File: config.mk
export PLATFORM = sky130hd
export DESIGN_NAME = tlv_tag_extractor_top
export DESIGN_NICKNAME = d
export VERILOG_FILES = /design/src/tlvx_pkg.sv /design/src/tlvx_csr.sv /design/src/tlvx_parse.sv /design/src/tlv_tag_extractor_top.sv
export SDC_FILE = /design/constraint.sdc
export NUM_CORES = 1
export LEC_CHECK = 0
export CAP_MARGIN = 20
export CORE_MARGIN = 2
export CORE_UTILIZATION = 40
export DETAILED_ROUTE_END_ITERATION = 8
export DONT_BUFFER_PORTS = 1
export PLACE_DENSITY = 0.63
export SLEW_MARGIN = 30
export SYNTH_ARGS = -nofsm -noshare
export SYNTH_HDL_FRONTEND = slang
export SYNTH_HIERARCHICAL = 1
export SYNTH_SLANG_ARGS = --single-unit
export TNS_END_PERCENT = 5
File: constraint.sdc
create_clock -name clock -period 9.3 [get_ports clock]
set_input_delay 0.465 -clock clock [delete_from_list [all_inputs] [get_ports clock]]
set_output_delay 0.465 -clock clock [all_outputs]
set_load 0.02 [all_outputs]
File: src/tlvx_pkg.sv
// ----------------------------------------------------------------------------
// tlvx_pkg: shared types and constants of the TLV tag extractor
// Record phases, status codes, register map and the structs passed between
// the register file, the record parser and the top level.
// ----------------------------------------------------------------------------
package tlvx_pkg;

   localparam int unsigned CSR_ADDR_W = 6;
   localparam int unsigned CSR_DATA_W = 64;
   localparam int unsigned TAG_W      = 8;
   localparam int unsigned LEN_W      = 16;
   localparam int unsigned NUM_TAGS   = 256;
   localparam int unsigned BANK_W     = 64;
   localparam int unsigned NUM_BANKS  = NUM_TAGS / BANK_W;

   typedef enum logic [2:0] {
      PH_TAG,
      PH_LEN_HI,
      PH_LEN_LO,
      PH_VALUE,
      PH_IGNORE
   } tlvx_phase_type;

   typedef enum logic [1:0] {
      ST_OK,
      ST_INVALID,
      ST_NOT_FOUND,
      ST_TRUNCATED
   } tlvx_status_type;

   typedef enum logic [2:0] {
      REG_TARGET_TAG,
      REG_VALID_TAGS_0_63,
      REG_VALID_TAGS_64_127,
      REG_VALID_TAGS_128_191,
      REG_VALID_TAGS_192_255
   } tlvx_reg_type;

   typedef struct packed {
      logic [TAG_W-1:0]    target_tag;
      logic [NUM_TAGS-1:0] valid_tags;
   } tlvx_cfg_type;

   typedef struct packed {
      logic [7:0]      value_byte;
      logic            has_byte;
      logic            done_res;
      tlvx_status_type status;
   } tlvx_result_type;

endpackage

File: src/tlvx_csr.sv
// ----------------------------------------------------------------------------
// tlvx_csr: configuration registers
// Target tag and the 256-bit valid-tag set, written and read over APB.
// ----------------------------------------------------------------------------
module tlvx_csr (
   input  logic                                clock,
   input  logic                                reset,
   input  logic                                csr_psel,
   input  logic                                csr_penable,
   input  logic                                csr_pwrite,
   input  logic [tlvx_pkg::CSR_ADDR_W-1:0]     csr_paddr,
   input  logic [tlvx_pkg::CSR_DATA_W-1:0]     csr_pwdata,
   output logic [tlvx_pkg::CSR_DATA_W-1:0]     csr_prdata,
   output logic                                csr_pready,
   output tlvx_pkg::tlvx_cfg_type              cfg
);
   import tlvx_pkg::*;

   logic [TAG_W-1:0]                   target_tag_ff;
   logic [TAG_W-1:0]                   target_tag_in;
   logic [NUM_BANKS-1:0][BANK_W-1:0]   valid_tags_ff;
   logic [NUM_BANKS-1:0][BANK_W-1:0]   valid_tags_in;
   logic                               wr_en;
   tlvx_reg_type                       reg_idx;

   assign wr_en      = csr_psel & csr_penable & csr_pwrite & csr_pready;
   assign reg_idx    = tlvx_reg_type'(csr_paddr[5:3]);
   assign csr_pready = 1'b1;

   always_comb begin
      target_tag_in = target_tag_ff;
      valid_tags_in = valid_tags_ff;
      if (wr_en) begin
         unique case (reg_idx)
            REG_TARGET_TAG:         target_tag_in    = csr_pwdata[TAG_W-1:0];
            REG_VALID_TAGS_0_63:    valid_tags_in[0] = csr_pwdata;
            REG_VALID_TAGS_64_127:  valid_tags_in[1] = csr_pwdata;
            REG_VALID_TAGS_128_191: valid_tags_in[2] = csr_pwdata;
            REG_VALID_TAGS_192_255: valid_tags_in[3] = csr_pwdata;
            default: ;
         endcase
      end
   end

   always_comb begin
      unique case (reg_idx)
         REG_TARGET_TAG:         csr_prdata = {{(CSR_DATA_W-TAG_W){1'b0}}, target_tag_ff};
         REG_VALID_TAGS_0_63:    csr_prdata = valid_tags_ff[0];
         REG_VALID_TAGS_64_127:  csr_prdata = valid_tags_ff[1];
         REG_VALID_TAGS_128_191: csr_prdata = valid_tags_ff[2];
         REG_VALID_TAGS_192_255: csr_prdata = valid_tags_ff[3];
         default:                csr_prdata = '0;
      endcase
   end

   always_ff @(posedge clock) begin
      if (reset) begin
         target_tag_ff <= '0;
         valid_tags_ff <= '0;
      end else begin
         target_tag_ff <= target_tag_in;
         valid_tags_ff <= valid_tags_in;
      end
   end

   assign cfg.target_tag = target_tag_ff;
   assign cfg.valid_tags = valid_tags_ff;

endmodule

File: src/tlvx_parse.sv
// ----------------------------------------------------------------------------
// tlvx_parse: record parser
// Per-byte phase machine over tag, length and value bytes; builds the result.
// ----------------------------------------------------------------------------
module tlvx_parse (
   input  logic                              clock,
   input  logic                              reset,
   input  logic                              step_en,
   input  logic [7:0]                        stream_byte,
   input  logic                              end_of_buffer,
   input  tlvx_pkg::tlvx_cfg_type            cfg,
   output logic                              res_valid,
   output tlvx_pkg::tlvx_result_type         res
);
   import tlvx_pkg::*;

   tlvx_phase_type      phase_ff;
   tlvx_phase_type      phase_in;
   logic [7:0]          length_high_ff;
   logic [7:0]          length_high_in;
   logic [LEN_W-1:0]    bytes_left_ff;
   logic [LEN_W-1:0]    bytes_left_in;
   logic                record_matches_ff;
   logic                record_matches_in;
   logic                tag_ok;
   logic [LEN_W-1:0]    len;
   logic [LEN_W-1:0]    left_dec;
   logic                rearm;

   assign tag_ok   = cfg.valid_tags[stream_byte];
   assign len      = {length_high_ff, stream_byte};
   assign left_dec = bytes_left_ff - LEN_W'(1);

   always_ff @(posedge clock) begin
      if (reset) begin
         phase_ff          <= PH_TAG;
         length_high_ff    <= '0;
         bytes_left_ff     <= '0;
         record_matches_ff <= 1'b0;
      end else begin
         phase_ff          <= phase_in;
         length_high_ff    <= length_high_in;
         bytes_left_ff     <= bytes_left_in;
         record_matches_ff <= record_matches_in;
      end
   end

   always_comb begin
      phase_in          = phase_ff;
      length_high_in    = length_high_ff;
      bytes_left_in     = bytes_left_ff;
      record_matches_in = record_matches_ff;
      res_valid         = 1'b0;
      res               = '0;
      rearm             = 1'b0;
      if (step_en) begin
         unique case (phase_ff)
            PH_TAG: begin
               if (!tag_ok) begin
                  res_valid  = 1'b1;
                  res.done_res = 1'b1;
                  res.status = ST_INVALID;
                  rearm      = end_of_buffer;
                  phase_in   = PH_IGNORE;
               end else begin
                  record_matches_in = (stream_byte == cfg.target_tag);
                  if (end_of_buffer) begin
                     res_valid    = 1'b1;
                     res.done_res = 1'b1;
                     res.status   = ST_TRUNCATED;
                     rearm        = 1'b1;
                  end else begin
                     phase_in = PH_LEN_HI;
                  end
               end
            end
            PH_LEN_HI: begin
               length_high_in = stream_byte;
               if (end_of_buffer) begin
                  res_valid    = 1'b1;
                  res.done_res = 1'b1;
                  res.status   = ST_TRUNCATED;
                  rearm        = 1'b1;
               end else begin
                  phase_in = PH_LEN_LO;
               end
            end
            PH_LEN_LO: begin
               if (len == '0) begin
                  if (record_matches_ff) begin
                     res_valid    = 1'b1;
                     res.done_res = 1'b1;
                     res.status   = ST_OK;
                     rearm        = end_of_buffer;
                     phase_in     = PH_IGNORE;
                  end else if (end_of_buffer) begin
                     res_valid    = 1'b1;
                     res.done_res = 1'b1;
                     res.status   = ST_NOT_FOUND;
                     rearm        = 1'b1;
                  end else begin
                     phase_in = PH_TAG;
                  end
               end else if (end_of_buffer) begin
                  res_valid    = 1'b1;
                  res.done_res = 1'b1;
                  res.status   = ST_TRUNCATED;
                  rearm        = 1'b1;
               end else begin
                  bytes_left_in = len;
                  phase_in      = PH_VALUE;
               end
            end
            PH_VALUE: begin
               bytes_left_in = left_dec;
               if (record_matches_ff) begin
                  res_valid      = 1'b1;
                  res.value_byte = stream_byte;
                  res.has_byte   = 1'b1;
                  if (left_dec == '0) begin
                     res.done_res = 1'b1;
                     res.status   = ST_OK;
                     rearm        = end_of_buffer;
                     phase_in     = PH_IGNORE;
                  end else if (end_of_buffer) begin
                     res.done_res = 1'b1;
                     res.status   = ST_TRUNCATED;
                     rearm        = 1'b1;
                  end
               end else if (left_dec == '0) begin
                  if (end_of_buffer) begin
                     res_valid    = 1'b1;
                     res.done_res = 1'b1;
                     res.status   = ST_NOT_FOUND;
                     rearm        = 1'b1;
                  end else begin
                     phase_in = PH_TAG;
                  end
               end else if (end_of_buffer) begin
                  res_valid    = 1'b1;
                  res.done_res = 1'b1;
                  res.status   = ST_TRUNCATED;
                  rearm        = 1'b1;
               end
            end
            default: begin
               rearm    = end_of_buffer;
               phase_in = PH_IGNORE;
            end
         endcase
         if (rearm) begin
            phase_in          = PH_TAG;
            length_high_in    = '0;
            bytes_left_in     = '0;
            record_matches_in = 1'b0;
         end
      end
   end

endmodule

File: src/tlv_tag_extractor_top.sv
// ----------------------------------------------------------------------------
// tlv_tag_extractor_top: TLV record search, one buffer byte per word
// Channel  | Signals                         | Content
// req      | req_tvalid/tready/tdata/tlast   | tdata = stream_byte, tlast = end_of_buffer
// rsp      | rsp_tvalid/tready/tdata/tuser/  | tdata = value_byte, tlast = done_res,
//          | tlast                           | tuser = {status, has_byte}
// csr      | APB psel/penable/pwrite/paddr/  | registers at 8*i, 64-bit data
//          | pwdata/prdata/pready            |
// One byte per cycle while rsp is not stalled: input register, parser logic, result register.
// A byte passes the input register, then the result register; results are zero or one per byte.
// Reset clears parser state, config registers and both pipeline valids; no clearing pass.
// A stalled rsp holds the result register; the input register still fills once.
// ----------------------------------------------------------------------------
module tlv_tag_extractor_top (
   input  logic                              clock,
   input  logic                              reset,
   input  logic                              req_tvalid,
   output logic                              req_tready,
   input  logic [7:0]                        req_tdata,   // [7:0] stream_byte
   input  logic                              req_tlast,
   output logic                              rsp_tvalid,
   input  logic                              rsp_tready,
   output logic [7:0]                        rsp_tdata,   // [7:0] value_byte
   output logic [2:0]                        rsp_tuser,   // [0] has_byte, [2:1] status
   output logic                              rsp_tlast,
   input  logic                              csr_psel,
   input  logic                              csr_penable,
   input  logic                              csr_pwrite,
   input  logic [tlvx_pkg::CSR_ADDR_W-1:0]   csr_paddr,
   input  logic [tlvx_pkg::CSR_DATA_W-1:0]   csr_pwdata,
   output logic [tlvx_pkg::CSR_DATA_W-1:0]   csr_prdata,
   output logic                              csr_pready
);
   import tlvx_pkg::*;

   tlvx_cfg_type      cfg;
   logic              in_valid_ff;
   logic              in_valid_in;
   logic [7:0]        in_byte_ff;
   logic              in_eob_ff;
   logic              out_valid_ff;
   logic              out_valid_in;
   tlvx_result_type   out_res_ff;
   logic              out_free;
   logic              step_en;
   logic              req_accept;
   logic              res_valid;
   tlvx_result_type   res;

   tlvx_csr u_csr (
      .clock       (clock),
      .reset       (reset),
      .csr_psel    (csr_psel),
      .csr_penable (csr_penable),
      .csr_pwrite  (csr_pwrite),
      .csr_paddr   (csr_paddr),
      .csr_pwdata  (csr_pwdata),
      .csr_prdata  (csr_prdata),
      .csr_pready  (csr_pready),
      .cfg         (cfg)
   );

   tlvx_parse u_parse (
      .clock         (clock),
      .reset         (reset),
      .step_en       (step_en),
      .stream_byte   (in_byte_ff),
      .end_of_buffer (in_eob_ff),
      .cfg           (cfg),
      .res_valid     (res_valid),
      .res           (res)
   );

   assign out_free   = !out_valid_ff || rsp_tready;
   assign step_en    = in_valid_ff && out_free;
   assign req_tready = !in_valid_ff || step_en;
   assign req_accept = req_tvalid && req_tready;

   always_comb begin
      in_valid_in = in_valid_ff;
      if (req_accept) begin
         in_valid_in = 1'b1;
      end else if (step_en) begin
         in_valid_in = 1'b0;
      end
      out_valid_in = out_valid_ff;
      if (step_en) begin
         out_valid_in = res_valid;
      end else if (rsp_tready) begin
         out_valid_in = 1'b0;
      end
   end

   always_ff @(posedge clock) begin
      if (reset) begin
         in_valid_ff  <= 1'b0;
         out_valid_ff <= 1'b0;
      end else begin
         in_valid_ff  <= in_valid_in;
         out_valid_ff <= out_valid_in;
      end
   end

   always_ff @(posedge clock) begin
      if (req_accept) begin
         in_byte_ff <= req_tdata;
         in_eob_ff  <= req_tlast;
      end
      if (step_en && res_valid) begin
         out_res_ff <= res;
      end
   end

   assign rsp_tvalid = out_valid_ff;
   assign rsp_tdata  = out_res_ff.value_byte;
   assign rsp_tlast  = out_res_ff.done_res;
   assign rsp_tuser  = {out_res_ff.status, out_res_ff.has_byte};

`ifndef SYNTHESIS
   a_no_byte_is_done: assert property (@(posedge clock) disable iff (reset)
      rsp_tvalid && !rsp_tuser[0] |-> rsp_tlast)
      else $error("result without a byte is not final");

   a_empty_byte_zero: assert property (@(posedge clock) disable iff (reset)
      rsp_tvalid && !rsp_tuser[0] |-> rsp_tdata == 8'd0)
      else $error("value byte nonzero without has_byte");

   a_status_only_done: assert property (@(posedge clock) disable iff (reset)
      rsp_tvalid && !rsp_tlast |-> rsp_tuser[2:1] == ST_OK)
      else $error("status set on a non-final result");

   a_stall_holds_input: assert property (@(posedge clock) disable iff (reset)
      in_valid_ff && !out_free |=> in_valid_ff && $stable(in_byte_ff))
      else $error("input register lost a word under stall");
`endif

endmodule
==> results of run 1 <==
==> cell type report <==
| cell class | instances | area (sq um) | share of cell area (%) |
|---|---|---|---|
| clock buffers | 57 | 1100 | 5.92 |
| multi-input cells | 1281 | 9940 | 53.4 |
| clock inverters | 10 | 81.3 | 0.437 |
| well taps | 585 | 732 | 3.93 |
| repair buffers | 26 | 224 | 1.20 |
| inverters | 7 | 26.3 | 0.141 |
| flip-flops and latches | 315 | 6520 | 35.0 |
==> power by group <==
group | internal [mW] | switching [mW]
logic | 0.0809 | 0.121
registers | 1.38 | 0.0181
clock network | 0.823 | 0.610
==> path summary, 6_finish.rpt <==
path | slack (ns) | startpoint | to
max | 5.15 | in_byte_ff[1]$_DFFE_PP_ | rsp_tdata[6]$_DFFE_PP_
min | 0.03 | reset | rsp_tvalid$_SDFFE_PP0P_
max reg2reg | 5.15 | in_byte_ff[1]$_DFFE_PP_ | rsp_tdata[6]$_DFFE_PP_
min reg2reg | 0.49 | u_csr/cfg[26]$_SDFFE_PP0P_ | u_csr/cfg[26]$_SDFFE_PP0P_
==> layer usage <==
| metal | GRT usage, % | up-vias | wire [um] |
|---|---|---|---|
| met4 | 8.83 | 4 | 1680 |
| met1 | 30.3 | 6693 | 22800 |
| li1 | - | 6205 | - |
| met5 | 0 | - | 26 |
| met3 | 5.18 | 101 | 4180 |
| met2 | 36.3 | 543 | 24300 |
==> what timing repair did <==
item,4_1_cts,5_1_grt
hold buffers,10,0
resized for setup,0,0
endpoints found under the hold margin,10,0
==> sequential cells by signal, summed over array words and instances (netlist names) <==
signal / count
u_parse/phase_ff: 3
rsp_tvalid: 1
in_valid_ff: 1
rsp_tlast: 1
in_eob_ff: 1
u_parse/length_high_ff: 8
u_parse/bytes_left_ff: 16
rsp_tuser: 3
rsp_tdata: 8
in_byte_ff: 8
u_parse/record_matches_ff: 1
u_csr/cfg: 256
u_csr/target_tag_ff: 8
==> synthesized netlist by cell type (35+ instances only) <==
cell type	instances	area, sq um
sky130_fd_sc_hd__a21oi_1	36	180
sky130_fd_sc_hd__o21ai_1	68	340
sky130_fd_sc_hd__a22oi_1	98	736
sky130_fd_sc_hd__buf_2	42	210
sky130_fd_sc_hd__nor2_1	58	218
sky130_fd_sc_hd__nor2b_1	73	457
sky130_fd_sc_hd__mux2i_1	304	3040
sky130_fd_sc_hd__nand2b_1	271	1700
sky130_fd_sc_hd__o21ai_0	76	380
sky130_fd_sc_hd__o22ai_1	69	432
sky130_fd_sc_hd__clkbuf_1	76	285
sky130_fd_sc_hd__nand2_1	35	131
sky130_fd_sc_hd__dfxtp_1	294	5890
==> per-stage QoR <==
stage | instances | worst slack (ns)
floorplan | 1765 | 6.13
global placement | 2204 | 4.81
detailed placement | 2204 | 4.78
CTS | 2281 | 4.77
global route | 2281 | 4.94
finish | 2281 | 5.15
==> layout by cell type, fill, tap and decap left out, types with 8 or more instances in the layout <==
master,netlist,final
sky130_fd_sc_hd__xnor2_1,11,11
sky130_fd_sc_hd__o21ai_1,68,68
sky130_fd_sc_hd__dlygate4sd3_1,0,10
sky130_fd_sc_hd__mux4_1,16,16
sky130_fd_sc_hd__clkbuf_16,0,38
sky130_fd_sc_hd__nand2_1,35,35
sky130_fd_sc_hd__nand2b_1,271,269
sky130_fd_sc_hd__nor2_1,58,58
sky130_fd_sc_hd__mux4_2,32,32
sky130_fd_sc_hd__edfxtp_1,21,21
sky130_fd_sc_hd__mux2i_1,304,304
sky130_fd_sc_hd__dfxtp_1,294,294
sky130_fd_sc_hd__buf_4,9,15
sky130_fd_sc_hd__a22oi_1,98,98
sky130_fd_sc_hd__nor2b_1,73,70
sky130_fd_sc_hd__clkbuf_1,76,11
sky130_fd_sc_hd__o21ai_0,76,76
sky130_fd_sc_hd__a21oi_1,36,36
sky130_fd_sc_hd__nand3_1,15,13
sky130_fd_sc_hd__clkbuf_8,7,8
sky130_fd_sc_hd__and2_1,14,14
sky130_fd_sc_hd__a31oi_1,9,9
sky130_fd_sc_hd__o22ai_1,69,69
==> worst reg2reg max path: stages, from the launching register on <==
cell and delay, ns:
sky130_fd_sc_hd__edfxtp_1 0.32, sky130_fd_sc_hd__buf_4 0.69, sky130_fd_sc_hd__nor2b_1 0.79, sky130_fd_sc_hd__a22oi_1 0.21
sky130_fd_sc_hd__nand3_1 0.19, sky130_fd_sc_hd__nand4_1 0.14, sky130_fd_sc_hd__o31ai_1 0.29, sky130_fd_sc_hd__or3_4 0.21
sky130_fd_sc_hd__nand3_1 0.17, sky130_fd_sc_hd__a31oi_1 0.19, sky130_fd_sc_hd__nand2_1 0.10, sky130_fd_sc_hd__nor2b_2 0.47
==> cell families after synthesis <==
| kind of cell | count (synthesis) |
|---|---|
| and+or+nand+nor | 513 |
| AOI/OAI and AO/OA | 389 |
| muxes | 360 |
| DFF | 315 |
| buffers and inverters | 169 |
| xor gates and xnor gates | 16 |
| adders and majority gates | 2 |
| other | 1 |
==> Flow_metrics.wiki, run 1 <==
{| class="wikitable"
! Metric !! Value
|-
| Run status || finished, final reports clean
|-
| Main combinational cell family by area after synthesis || multiplexers
|-
| Die Outline Area || 0.0451 sq mm
|-
| Crit Path Class || flop to flop
|-
| Worst-path clk slew || 0.06 ns
|-
| TritonCTS buffer count || 37
|-
| Adder and majority cell fraction of the synthesized area || 0.144%
|-
| Finished layout cell area || 0.0186 sq mm
|-
| Final worst path period share || 44.6%
|-
| Worst setup EP type || flop
|-
| Synthesized flop and latch total || 315
|-
| Starting Density || 40.4%
|-
| Placed Area || 0.0173 sq mm
|-
| Type of the worst min-delay path || input pin to flop
|-
| Crit Path Max Fanout || 48
|-
| Post-synthesis cell type count || 75
|-
| Xor and xnor area share after synthesis || 0.806%
|-
| Drt first-iter violations || 1214
|-
| Clock latency at the later pin of the worst-skew pair || 0.58 ns
|-
| Stages on the worst setup path || 11
|-
| Endpoint required time on the critical path || 9.48 ns
|-
| Detailed Place HPWL || 32400 um
|-
| Initial antenna violation count || 2
|-
| Height of the chip || 212 um
|-
| Worst clock skew || 0.0340 ns
|-
| Min cycle time layout || 4.15 ns
|-
| Most used flip-flop cell after synthesis || sky130_fd_sc_hd__dfxtp_1
|-
| Die width || 212 um
|-
| Pwr dens || 163 mW/mm^2
|-
| Hold_ws || 0.0342 ns
|-
| Static Leak || 7.27 nW
|-
| Avg Vias per Cell || 5.94
|-
| Num rows || 76
|-
| Multiplexer fraction of the synthesized cell area || 24.6%
|-
| # DRC || 0
|-
| Share of the yosys chip area belonging to registers || 37.5%
|-
| Delay contributed by the slowest stage of the critical path || 0.75 ns
|-
| CTS tree || yes
|-
| Share of flip-flops with an asynchronous set or reset after synthesis || 0%
|-
| Synth Cell Area || 0.0174 sq mm
|-
| Wirelength, routed || 53000 um
|-
| Net count after synthesis || 1853
|-
| Critical path launch point type || flop
|-
| Pin count of the biggest net entering global routing || 359
|-
| Filler cell count || 4147
|-
| Placer's final routability congestion estimate || 0.876
|-
| Highest achievable clock rate || 241 MHz
|-
| Number of ports placed on the die boundary || 165
|-
| Reported max-cap violation count || 0
|-
| Share of layout cells above drive strength 1 || 7.37%
|-
| Top Family by Delay on Critical Path || simple AND/OR/NAND/NOR gates
|-
| Cell with the largest stage delay on the worst path || sky130_fd_sc_hd__nor2b_1
|-
| Area grow syn2layout || 7.15%
|-
| Compound-gate portion of the synthesized area || 14.0%
|-
| # nets final || 1756
|-
| Peak ir drop on the vdd network || 0.000145 V
|-
| Gr ovfl total || 0
|-
| Buffer type at the clock tree root || sky130_fd_sc_hd__clkbuf_16
|-
| Worst slew margin relative to its limit || 24.9%
|-
| Total power after layout || 3.03 mW
|-
| Number of clock sinks || 315
|-
| CP cell instances || buf_4, nor2b_1, a22oi_1, nand3_1, nand4_1, o31ai_1, or3_4, nand3_1, a31oi_1, nand2_1, nor2b_2
|-
| Synth Area in Simple Gates || 17.3%
|-
| Vias in the first global route || 12939
|-
| Number of setup buffers added after CTS || 0
|-
| Average detailed-routed wire length per instance || 23.2 um
|-
| Syn. warnings || 6
|-
| Number of buffers between clock root and the deepest sink || 3
|-
| Worst hold stages || 1
|-
| Bufs and invs on worst path || 1
|-
| Setup violators final || 0
|-
| Count of cells along the worst register-to-register path || 11
|-
| Number of pins with negative max-slew slack in the final report || 0
|-
| Number of flops mapped to enable cells by yosys || 21
|-
| Number of routed nets with antenna violations || 0
|-
| Setup repair after global routing missed its margin || no
|-
| Placeable core area || 0.0430 sq mm
|-
| Arrival @ worst endpoint || 4.34 ns
|-
| Synth Instances || 1765
|-
| Count of buffers inserted at the top-level ports || 0
|-
| H-Tree Depth || 2
|-
| Detailed-routing iteration count for the pre-antenna-repair pass || 5
|-
| DR vias || 13546
|-
| Count of antenna diodes in the layout || 0
|-
| Worst-Margin Slew || 1.13 ns
|-
| Count of endpoints failing hold in the final timing report || 0
|-
| Global router's overall resource usage || 22.9%
|-
| Avg Inst Size Synth || 9.85 sq um
|-
| Most used cell along the critical path || sky130_fd_sc_hd__nand3_1
|-
| Share of the core filled with cells || 43.3%
|-
| Setup TNS || 0 ns
|-
| First-pass GRT wire length || 79600 um
|}
Note: power is estimated with default switching activity, not from simulation.
==> run 2: changes to the inputs <==
- ABC_AREA: unset -> 1
- PLACE_DENSITY: 0.63 -> 0.65
- clock period: 9.3 -> 3.8 ns (I/O delays scaled with it)
==> Flow_metrics.wiki, run 2 <==
{| class="wikitable"
! Metric !! Value
|-
| Worst setup EP type || flop
|-
| # nets final || 3229 (+84%)
|-
| Post-synthesis cell type count || 38 (-49%)
|-
| Count of buffers inserted at the top-level ports || 0 (unchanged)
|-
| Resize count post-CTS || 0 (unchanged)
|-
| Worst-path clk slew || 0.06 ns (about the same)
|-
| Num rows || 78 (+2.6%)
|-
| Setup repair after global routing missed its margin || no
|-
| Static Leak || 9.43 nW (+30%)
|-
| Final worst path period share || 87.4% (+43 points)
|-
| Synth Cell Area || 0.0185 sq mm (+6.2%)
|-
| Buffer type at the clock tree root || sky130_fd_sc_hd__clkbuf_16
|-
| Placer's final routability congestion estimate || 0.873 (-0.31%)
|-
| H-Tree Depth || 2 (unchanged)
|-
| DR vias || 18519 (+37%)
|-
| GR Util met2 || 40.9% (+4.6 points)
|-
| Final std cells w/o fill || 3769 (+65%)
|-
| Highest achievable clock rate || 301 MHz (+25%)
|-
| Synthesized flop and latch total || 315 (unchanged)
|-
| Crit Path Class || flop to flop
|-
| Worst clock skew || 0.0261 ns (-0.00791 ns)
|-
| Detailed Place HPWL || 37300 um (+15%)
|-
| Count of endpoints failing hold in the final timing report || 0 (unchanged)
|-
| Placed Instances || 3624 (+64%)
|-
| Area of the multi-input gates || 0.00974 sq mm (-2.0%)
|-
| Net count after synthesis || 3258 (+76%)
|-
| Leading area contributor after synthesis || sky130_fd_sc_hd__dfxtp_1
|-
| Worst hold stages || 3 (+2)
|-
| Count of antenna diodes in the layout || 0 (unchanged)
|-
| Initial antenna violation count || 1 (-1)
|-
| Average detailed-routed wire length per instance || 15.6 um (-33%)
|-
| Peak ir drop on the vdd network || 0.000259 V (+79%)
|-
| Type of the worst min-delay path || input pin to flop
|-
| Min cycle time layout || 3.32 ns (-0.830 ns)
|-
| Global router's overall resource usage || 24.6% (+1.6 points)
|-
| Height of the chip || 219 um (+3.0%)
|-
| Pwr dens || 380 mW/mm^2 (+130%)
|-
| Area taken by flip-flops and latches || 0.00652 sq mm (unchanged)
|-
| Number of ports placed on the die boundary || 165 (unchanged)
|-
| Die Outline Area || 0.0479 sq mm (+6.0%)
|-
| Most used standard cell by instance count after synthesis || sky130_fd_sc_hd__nand2_1
|-
| Crit path setup slack, layout || 0.478 ns (-4.67 ns)
|-
| Share of the core filled with cells || 45.5% (+2.2 points)
|-
| Drt first-iter violations || 1488 (+23%)
|-
| Number of flops mapped to enable cells by yosys || 21 (unchanged)
|-
| Worst-case setup slack after placement || 0.452 ns (-4.33 ns)
|-
| Filler cell count || 4913 (+18%)
|-
| Most frequent standard cell in the layout excluding fill and tap cells || sky130_fd_sc_hd__nand2_1
|-
| Endpoint required time on the critical path || 3.99 ns (-5.49 ns)
|-
| Vias in the first global route || 16787 (+30%)
|-
| Reported max-cap violation count || 0 (unchanged)
|-
| TritonCTS buffer count || 38 (+2.7%)
|-
| Avg Vias per Cell || 4.91 (-17%)
|-
| Share of layout cells above drive strength 1 || 4.51% (-2.9 points)
|-
| Hold_ws || 0.0294 ns (-0.00476 ns)
|-
| Run status || finished, final reports clean
|-
| Setup TNS || 0 ns (unchanged)
|-
| Global routing's busiest layer || met2
|-
| Worst slew margin relative to its limit || 38.1% (+13 points)
|-
| Number of routed nets with antenna violations || 0 (unchanged)
|-
| # DRC || 0 (unchanged)
|-
| Synth Instances || 3170 (+80%)
|-
| Global routing met1 resource utilization || 32.0% (+1.7 points)
|-
| Count of cells along the worst register-to-register path || 20 (+9)
|-
| CTS tree || yes
|-
| Met3 GRT Util || 3.88% (-1.3 points)
|-
| Gr ovfl total || 0 (unchanged)
|-
| Arrival @ worst endpoint || 3.52 ns (-0.82 ns)
|-
| Pin count of the biggest net entering global routing || 124 (-65%)
|-
| Area grow syn2layout || 12.1%
|-
| First-pass GRT wire length || 93800 um (+18%)
|-
| Finished layout cell area || 0.0207 sq mm (+11%)
|-
| Setup violators final || 0 (unchanged)
|-
| Crit Path Max Fanout || 45 (-6.3%)
|-
| Most frequent cells after synthesis || 1190 x sky130_fd_sc_hd__nand2_1, 629 x sky130_fd_sc_hd__nor2_1, 359 x sky130_fd_sc_hd__nand3_1
|-
| Most used cells in the layout excluding fill and tap cells || 1190 x sky130_fd_sc_hd__nand2_1, 625 x sky130_fd_sc_hd__nor2_1, 359 x sky130_fd_sc_hd__nand3_1
|-
| Most used flip-flop cell after synthesis || sky130_fd_sc_hd__dfxtp_1
|-
| Detailed-routing iteration count for the pre-antenna-repair pass || 5 (unchanged)
|-
| Clock latency at the later pin of the worst-skew pair || 0.56 ns (-0.02 ns)
|-
| Avg Inst Size Synth || 5.82 sq um (-41%)
|-
| Critical path launch point type || flop
|-
| Wirelength, routed || 58800 um (+11%)
|-
| Syn. warnings || 6 (unchanged)
|-
| Placeable core area || 0.0455 sq mm (+5.8%)
|-
| Number of pins with negative max-slew slack in the final report || 0 (unchanged)
|-
| Placed Area || 0.0187 sq mm (+8.0%)
|-
| Fraction of post-synthesis cell area in the top cell type by area || 31.9% (-2.0 points)
|-
| Die width || 219 um (+3.0%)
|-
| Largest register FFs || 256 (unchanged)
|-
| Share of flip-flops with an asynchronous set or reset after synthesis || 0% (unchanged)
|-
| Total power after layout || 7.87 mW (+160%)
|-
| Starting Density || 40.6% (+0.13 points)
|-
| Share of the yosys chip area belonging to registers || 35.3% (-2.2 points)
|-
| Number of buffers between clock root and the deepest sink || 3 (unchanged)
|-
| Cell types with the largest area share after synthesis || sky130_fd_sc_hd__dfxtp_1 32%, sky130_fd_sc_hd__nand2_1 24%, sky130_fd_sc_hd__nor2_1 13%
|-
| Number of clock sinks || 315 (unchanged)
|-
| Worst-Margin Slew || 0.929 ns (-0.197 ns)
|}
## run 2: path summary, 6_finish.rpt
kind / from / to / slack, ns
setup reg to reg: in_byte_ff[0]$_DFFE_PP_ / rsp_tdata[3]$_DFFE_PP_ / 0.48
hold / removal: reset / u_csr/target_tag_ff[7]$_SDFFE_PP0P_ / 0.03
hold reg to reg: u_parse/bytes_left_ff[15]$_SDFFE_PP0P_ / u_parse/bytes_left_ff[15]$_SDFFE_PP0P_ / 0.48
setup / recovery: in_byte_ff[0]$_DFFE_PP_ / rsp_tdata[3]$_DFFE_PP_ / 0.48
## run 2: worst max-delay path, stage by stage (launching register included)
cell	delay (ns)
sky130_fd_sc_hd__edfxtp_1	0.52
sky130_fd_sc_hd__inv_4	0.27
sky130_fd_sc_hd__buf_12	0.27
sky130_fd_sc_hd__nand2_1	0.08
sky130_fd_sc_hd__nand3_1	0.08
sky130_fd_sc_hd__nand2_1	0.05
sky130_fd_sc_hd__nor2_1	0.14
sky130_fd_sc_hd__nand2_1	0.07
sky130_fd_sc_hd__nand3_1	0.07
sky130_fd_sc_hd__nand2_1	0.05
sky130_fd_sc_hd__nor2_1	0.10
sky130_fd_sc_hd__nand2_1	0.07
sky130_fd_sc_hd__nand3_2	0.12
sky130_fd_sc_hd__nand2_2	0.09
sky130_fd_sc_hd__nand2_1	0.07
sky130_fd_sc_hd__nand2_1	0.10
sky130_fd_sc_hd__nand3_1	0.10
sky130_fd_sc_hd__nand2_1	0.05
sky130_fd_sc_hd__inv_1	0.05
sky130_fd_sc_hd__inv_1	0.05
sky130_fd_sc_hd__nor2_2	0.52
## run 2: power by group
part,switching [mW],internal (mW),total (mW)
combinational,0.602,0.284,0.885
clock,1.52,2.01,3.53
sequential,0.0537,3.39,3.45
## run 2: routing by layer
| layer | vias to the layer above | wire (um) |
|---|---|---|
| li1 | 9585 | - |
| met4 | 2 | 1860 |
| met2 | 491 | 27300 |
| met3 | 102 | 3500 |
| met1 | 8339 | 26100 |
| met5 | - | 13 |
## run 2: kinds of logic (layout without fill, tap and decap cells)
family	count (synthesis)	after routing	synth area share, %
other cells	1	1	0.0203
xor+xnor	11	11	0.522
buf+inv	507	506	12.1
simple gates	2222	2222	48.4
flops	315	315	35.3
fa+ha+maj	2	2	0.136
compound gates	112	112	3.52
## run 2: layout make-up
type / count / area share [%]
Multi-Input combinational cell: 2348 / 47.1
Sequential cell: 315 / 31.5
Timing Repair Buffer: 127 / 6.33
Inverter: 311 / 5.70
Clock buffer: 53 / 5.26
Tap cell: 600 / 3.63
Clock inverter: 15 / 0.496
## run 2: timing repair
| item | 4_1_cts | 5_1_grt |
|---|---|---|
| buffers inserted | 0 | 0 |
| hold endpoints to repair | 284 | 0 |
| hold buffers | 77 | 0 |
| endpoints found under the setup margin | 0 | 0 |
==> run 3: changes to the inputs <==
- ABC_CLOCK_PERIOD_IN_PS: unset -> 3800
- CTS_BUF_LIST: unset -> sky130_fd_sc_hd__clkbuf_4 sky130_fd_sc_hd__clkbuf_8 sky130_fd_sc_hd__clkbuf_16
==> Flow_metrics.wiki, run 3 (same netlist as run 2, synthesis figures left out) <==
{| class="wikitable"
! Metric !! Value
|-
| Wirelength, routed || 58900 um (+0.15%)
|-
| Detailed-routing iteration count for the pre-antenna-repair pass || 5 (unchanged)
|-
| Number of clock sinks || 315 (unchanged)
|-
| Num rows || 78 (unchanged)
|-
| H-Tree Depth || 2 (unchanged)
|-
| TritonCTS buffer count || 38 (unchanged)
|-
| Endpoint required time on the critical path || 3.99 ns (about the same)
|-
| Avg Vias per Cell || 4.93 (+0.32%)
|-
| Pin count of the biggest net entering global routing || 124 (unchanged)
|-
| Placeable core area || 0.0455 sq mm (unchanged)
|-
| Count of endpoints failing hold in the final timing report || 0 (unchanged)
|-
| Vias in the first global route || 16815 (+0.17%)
|-
| Pwr dens || 382 mW/mm^2 (+0.54%)
|-
| Number of buffers between clock root and the deepest sink || 3 (unchanged)
|-
| Critical path launch point type || flop
|-
| CTS tree || yes
|-
| Arrival @ worst endpoint || 3.54 ns (+0.02 ns)
|-
| Peak ir drop on the vdd network || 0.000285 V (+9.7%)
|-
| Count of buffers inserted at the top-level ports || 0 (unchanged)
|-
| Worst setup EP type || flop
|-
| Buffer type at the clock tree root || sky130_fd_sc_hd__clkbuf_16
|-
| Run status || finished, final reports clean
|-
| Worst-Margin Slew || 0.936 ns (+0.00723 ns)
|-
| Share of layout cells above drive strength 1 || 4.76% (+0.25 points)
|-
| Min cycle time layout || 3.34 ns (+0.0199 ns)
|-
| Most used cells in the layout excluding fill and tap cells || 1190 x sky130_fd_sc_hd__nand2_1, 625 x sky130_fd_sc_hd__nor2_1, 359 x sky130_fd_sc_hd__nand3_1
|-
| Placer's final routability congestion estimate || 0.873 (unchanged)
|-
| Largest register FFs || 256 (unchanged)
|-
| Crit Path Class || flop to flop
|-
| Number of ports placed on the die boundary || 165 (unchanged)
|-
| Global router's overall resource usage || 24.6% (about the same)
|-
| Worst-path clk slew || 0.06 ns (about the same)
|-
| Height of the chip || 219 um (unchanged)
|-
| Die Outline Area || 0.0479 sq mm (unchanged)
|-
| Starting Density || 40.6% (unchanged)
|-
| Area grow syn2layout || 12.3%
|-
| Worst-case setup slack after placement || 0.452 ns (unchanged)
|-
| Crit Path Max Fanout || 45 (unchanged)
|-
| Initial antenna violation count || 1 (unchanged)
|-
| Static Leak || 9.46 nW (+0.29%)
|-
| # nets final || 3229 (unchanged)
|-
| Filler cell count || 4911 (-0.041%)
|-
| First-pass GRT wire length || 93900 um (about the same)
|-
| Crit path setup slack, layout || 0.458 ns (-0.0199 ns)
|-
| Resize count post-CTS || 0 (unchanged)
|-
| Detailed Place HPWL || 37300 um (unchanged)
|-
| Gr ovfl total || 0 (unchanged)
|-
| Most frequent standard cell in the layout excluding fill and tap cells || sky130_fd_sc_hd__nand2_1
|-
| Count of antenna diodes in the layout || 0 (unchanged)
|-
| Number of pins with negative max-slew slack in the final report || 0 (unchanged)
|-
| Worst slew margin relative to its limit || 37.6% (-0.48 points)
|-
| Type of the worst min-delay path || input pin to flop
|-
| Average detailed-routed wire length per instance || 15.6 um (+0.15%)
|-
| Setup TNS || 0 ns (unchanged)
|-
| DR vias || 18579 (+0.32%)
|-
| Drt first-iter violations || 1449 (-2.6%)
|-
| # DRC || 0 (unchanged)
|-
| Setup violators final || 0 (unchanged)
|-
| Clock latency at the later pin of the worst-skew pair || 0.57 ns (about the same)
|-
| Reported max-cap violation count || 0 (unchanged)
|-
| Number of routed nets with antenna violations || 0 (unchanged)
|-
| Highest achievable clock rate || 299 MHz (-0.59%)
|-
| Worst clock skew || 0.0267 ns (+0.000682 ns)
|-
| Die width || 219 um (unchanged)
|-
| Final worst path period share || 88.0% (+0.52 points)
|-
| Setup repair after global routing missed its margin || no
|}
run 3: cell count changes in the layout (fill, tap and decap cells not counted):
cell / delta
sky130_fd_sc_hd__clkbuf_4: +8
sky130_fd_sc_hd__clkbuf_1: -8
run 3: cell type report:
class / instances / area, sq um / area share (%)
multi-input cells: 2348 / 9740 / 47.0
flip-flops and latches: 315 / 6520 / 31.4
repair buffers: 127 / 1310 / 6.32
inverters: 311 / 1180 / 5.69
clock buffers: 53 / 1120 / 5.40
well taps: 600 / 751 / 3.62
clock inverters: 15 / 103 / 0.495
run 3: through the flow:
stage / area (sq um) / utilization, % / total power, mW / hold slack, ns / cells
global placement: 18700 / 41.2 / 4.33 / 0.263 / 3624
finish: 20700 / 45.6 / 7.92 / 0.0436 / 3769
CTS: 20700 / 45.6 / 7.99 / 0.0469 / 3769
global route: 20700 / 45.6 / 8.22 / 0.109 / 3769
floorplan: 18500 / - / 4.11 / 0.259 / 3170
detailed placement: 18700 / 41.2 / 4.33 / 0.264 / 3624
run 3: what timing repair did:
action                                  CTS  global route
hold buffers                             77             0
endpoints found under the setup margin    0             0
setup buffers                             0             0
endpoints found under the hold margin   284             0
run 3: path summary, 6_finish.rpt:
kind                                           from                                     end  slack, ns  cells past startpoint
max                         in_byte_ff[0]$_DFFE_PP_                  rsp_tdata[3]$_DFFE_PP_       0.46                     20
min                                           reset     u_csr/target_tag_ff[1]$_SDFFE_PP0P_       0.04                      3
max reg2reg                 in_byte_ff[0]$_DFFE_PP_                  rsp_tdata[3]$_DFFE_PP_       0.46                     20
min reg2reg  u_parse/bytes_left_ff[15]$_SDFFE_PP0P_  u_parse/bytes_left_ff[15]$_SDFFE_PP0P_       0.48                      2
run 3: metal layers:
layer | GRT usage [%] | routed length (um) | vias to the layer above
met5 | 0 | 13 | -
met4 | 8.96 | 1810 | 2
met3 | 3.88 | 3500 | 98
met2 | 41.0 | 27400 | 507
met1 | 32.0 | 26100 | 8381
li1 | - | - | 9591
run 3: worst max-delay path, stage by stage (launching register included):
cell and delay (ns):
sky130_fd_sc_hd__edfxtp_1 0.52, sky130_fd_sc_hd__inv_4 0.28, sky130_fd_sc_hd__buf_12 0.27, sky130_fd_sc_hd__nand2_1 0.08, sky130_fd_sc_hd__nand3_1 0.08, sky130_fd_sc_hd__nand2_1 0.05
sky130_fd_sc_hd__nor2_1 0.16, sky130_fd_sc_hd__nand2_1 0.08, sky130_fd_sc_hd__nand3_1 0.07, sky130_fd_sc_hd__nand2_1 0.05, sky130_fd_sc_hd__nor2_1 0.10, sky130_fd_sc_hd__nand2_1 0.07
sky130_fd_sc_hd__nand3_2 0.12, sky130_fd_sc_hd__nand2_2 0.09, sky130_fd_sc_hd__nand2_1 0.07, sky130_fd_sc_hd__nand2_1 0.09, sky130_fd_sc_hd__nand3_1 0.10, sky130_fd_sc_hd__nand2_1 0.05
sky130_fd_sc_hd__inv_1 0.05, sky130_fd_sc_hd__inv_1 0.05, sky130_fd_sc_hd__nor2_2 0.52
run 3: where the power goes:
part	total [mW]	internal, mW	switching (mW)	leakage [nW]
sequential	3.45	3.39	0.0538	2.56
clock	3.58	2.07	1.51	0.609
combinational	0.887	0.284	0.603	6.29
total	7.92	5.75	2.17	9.46
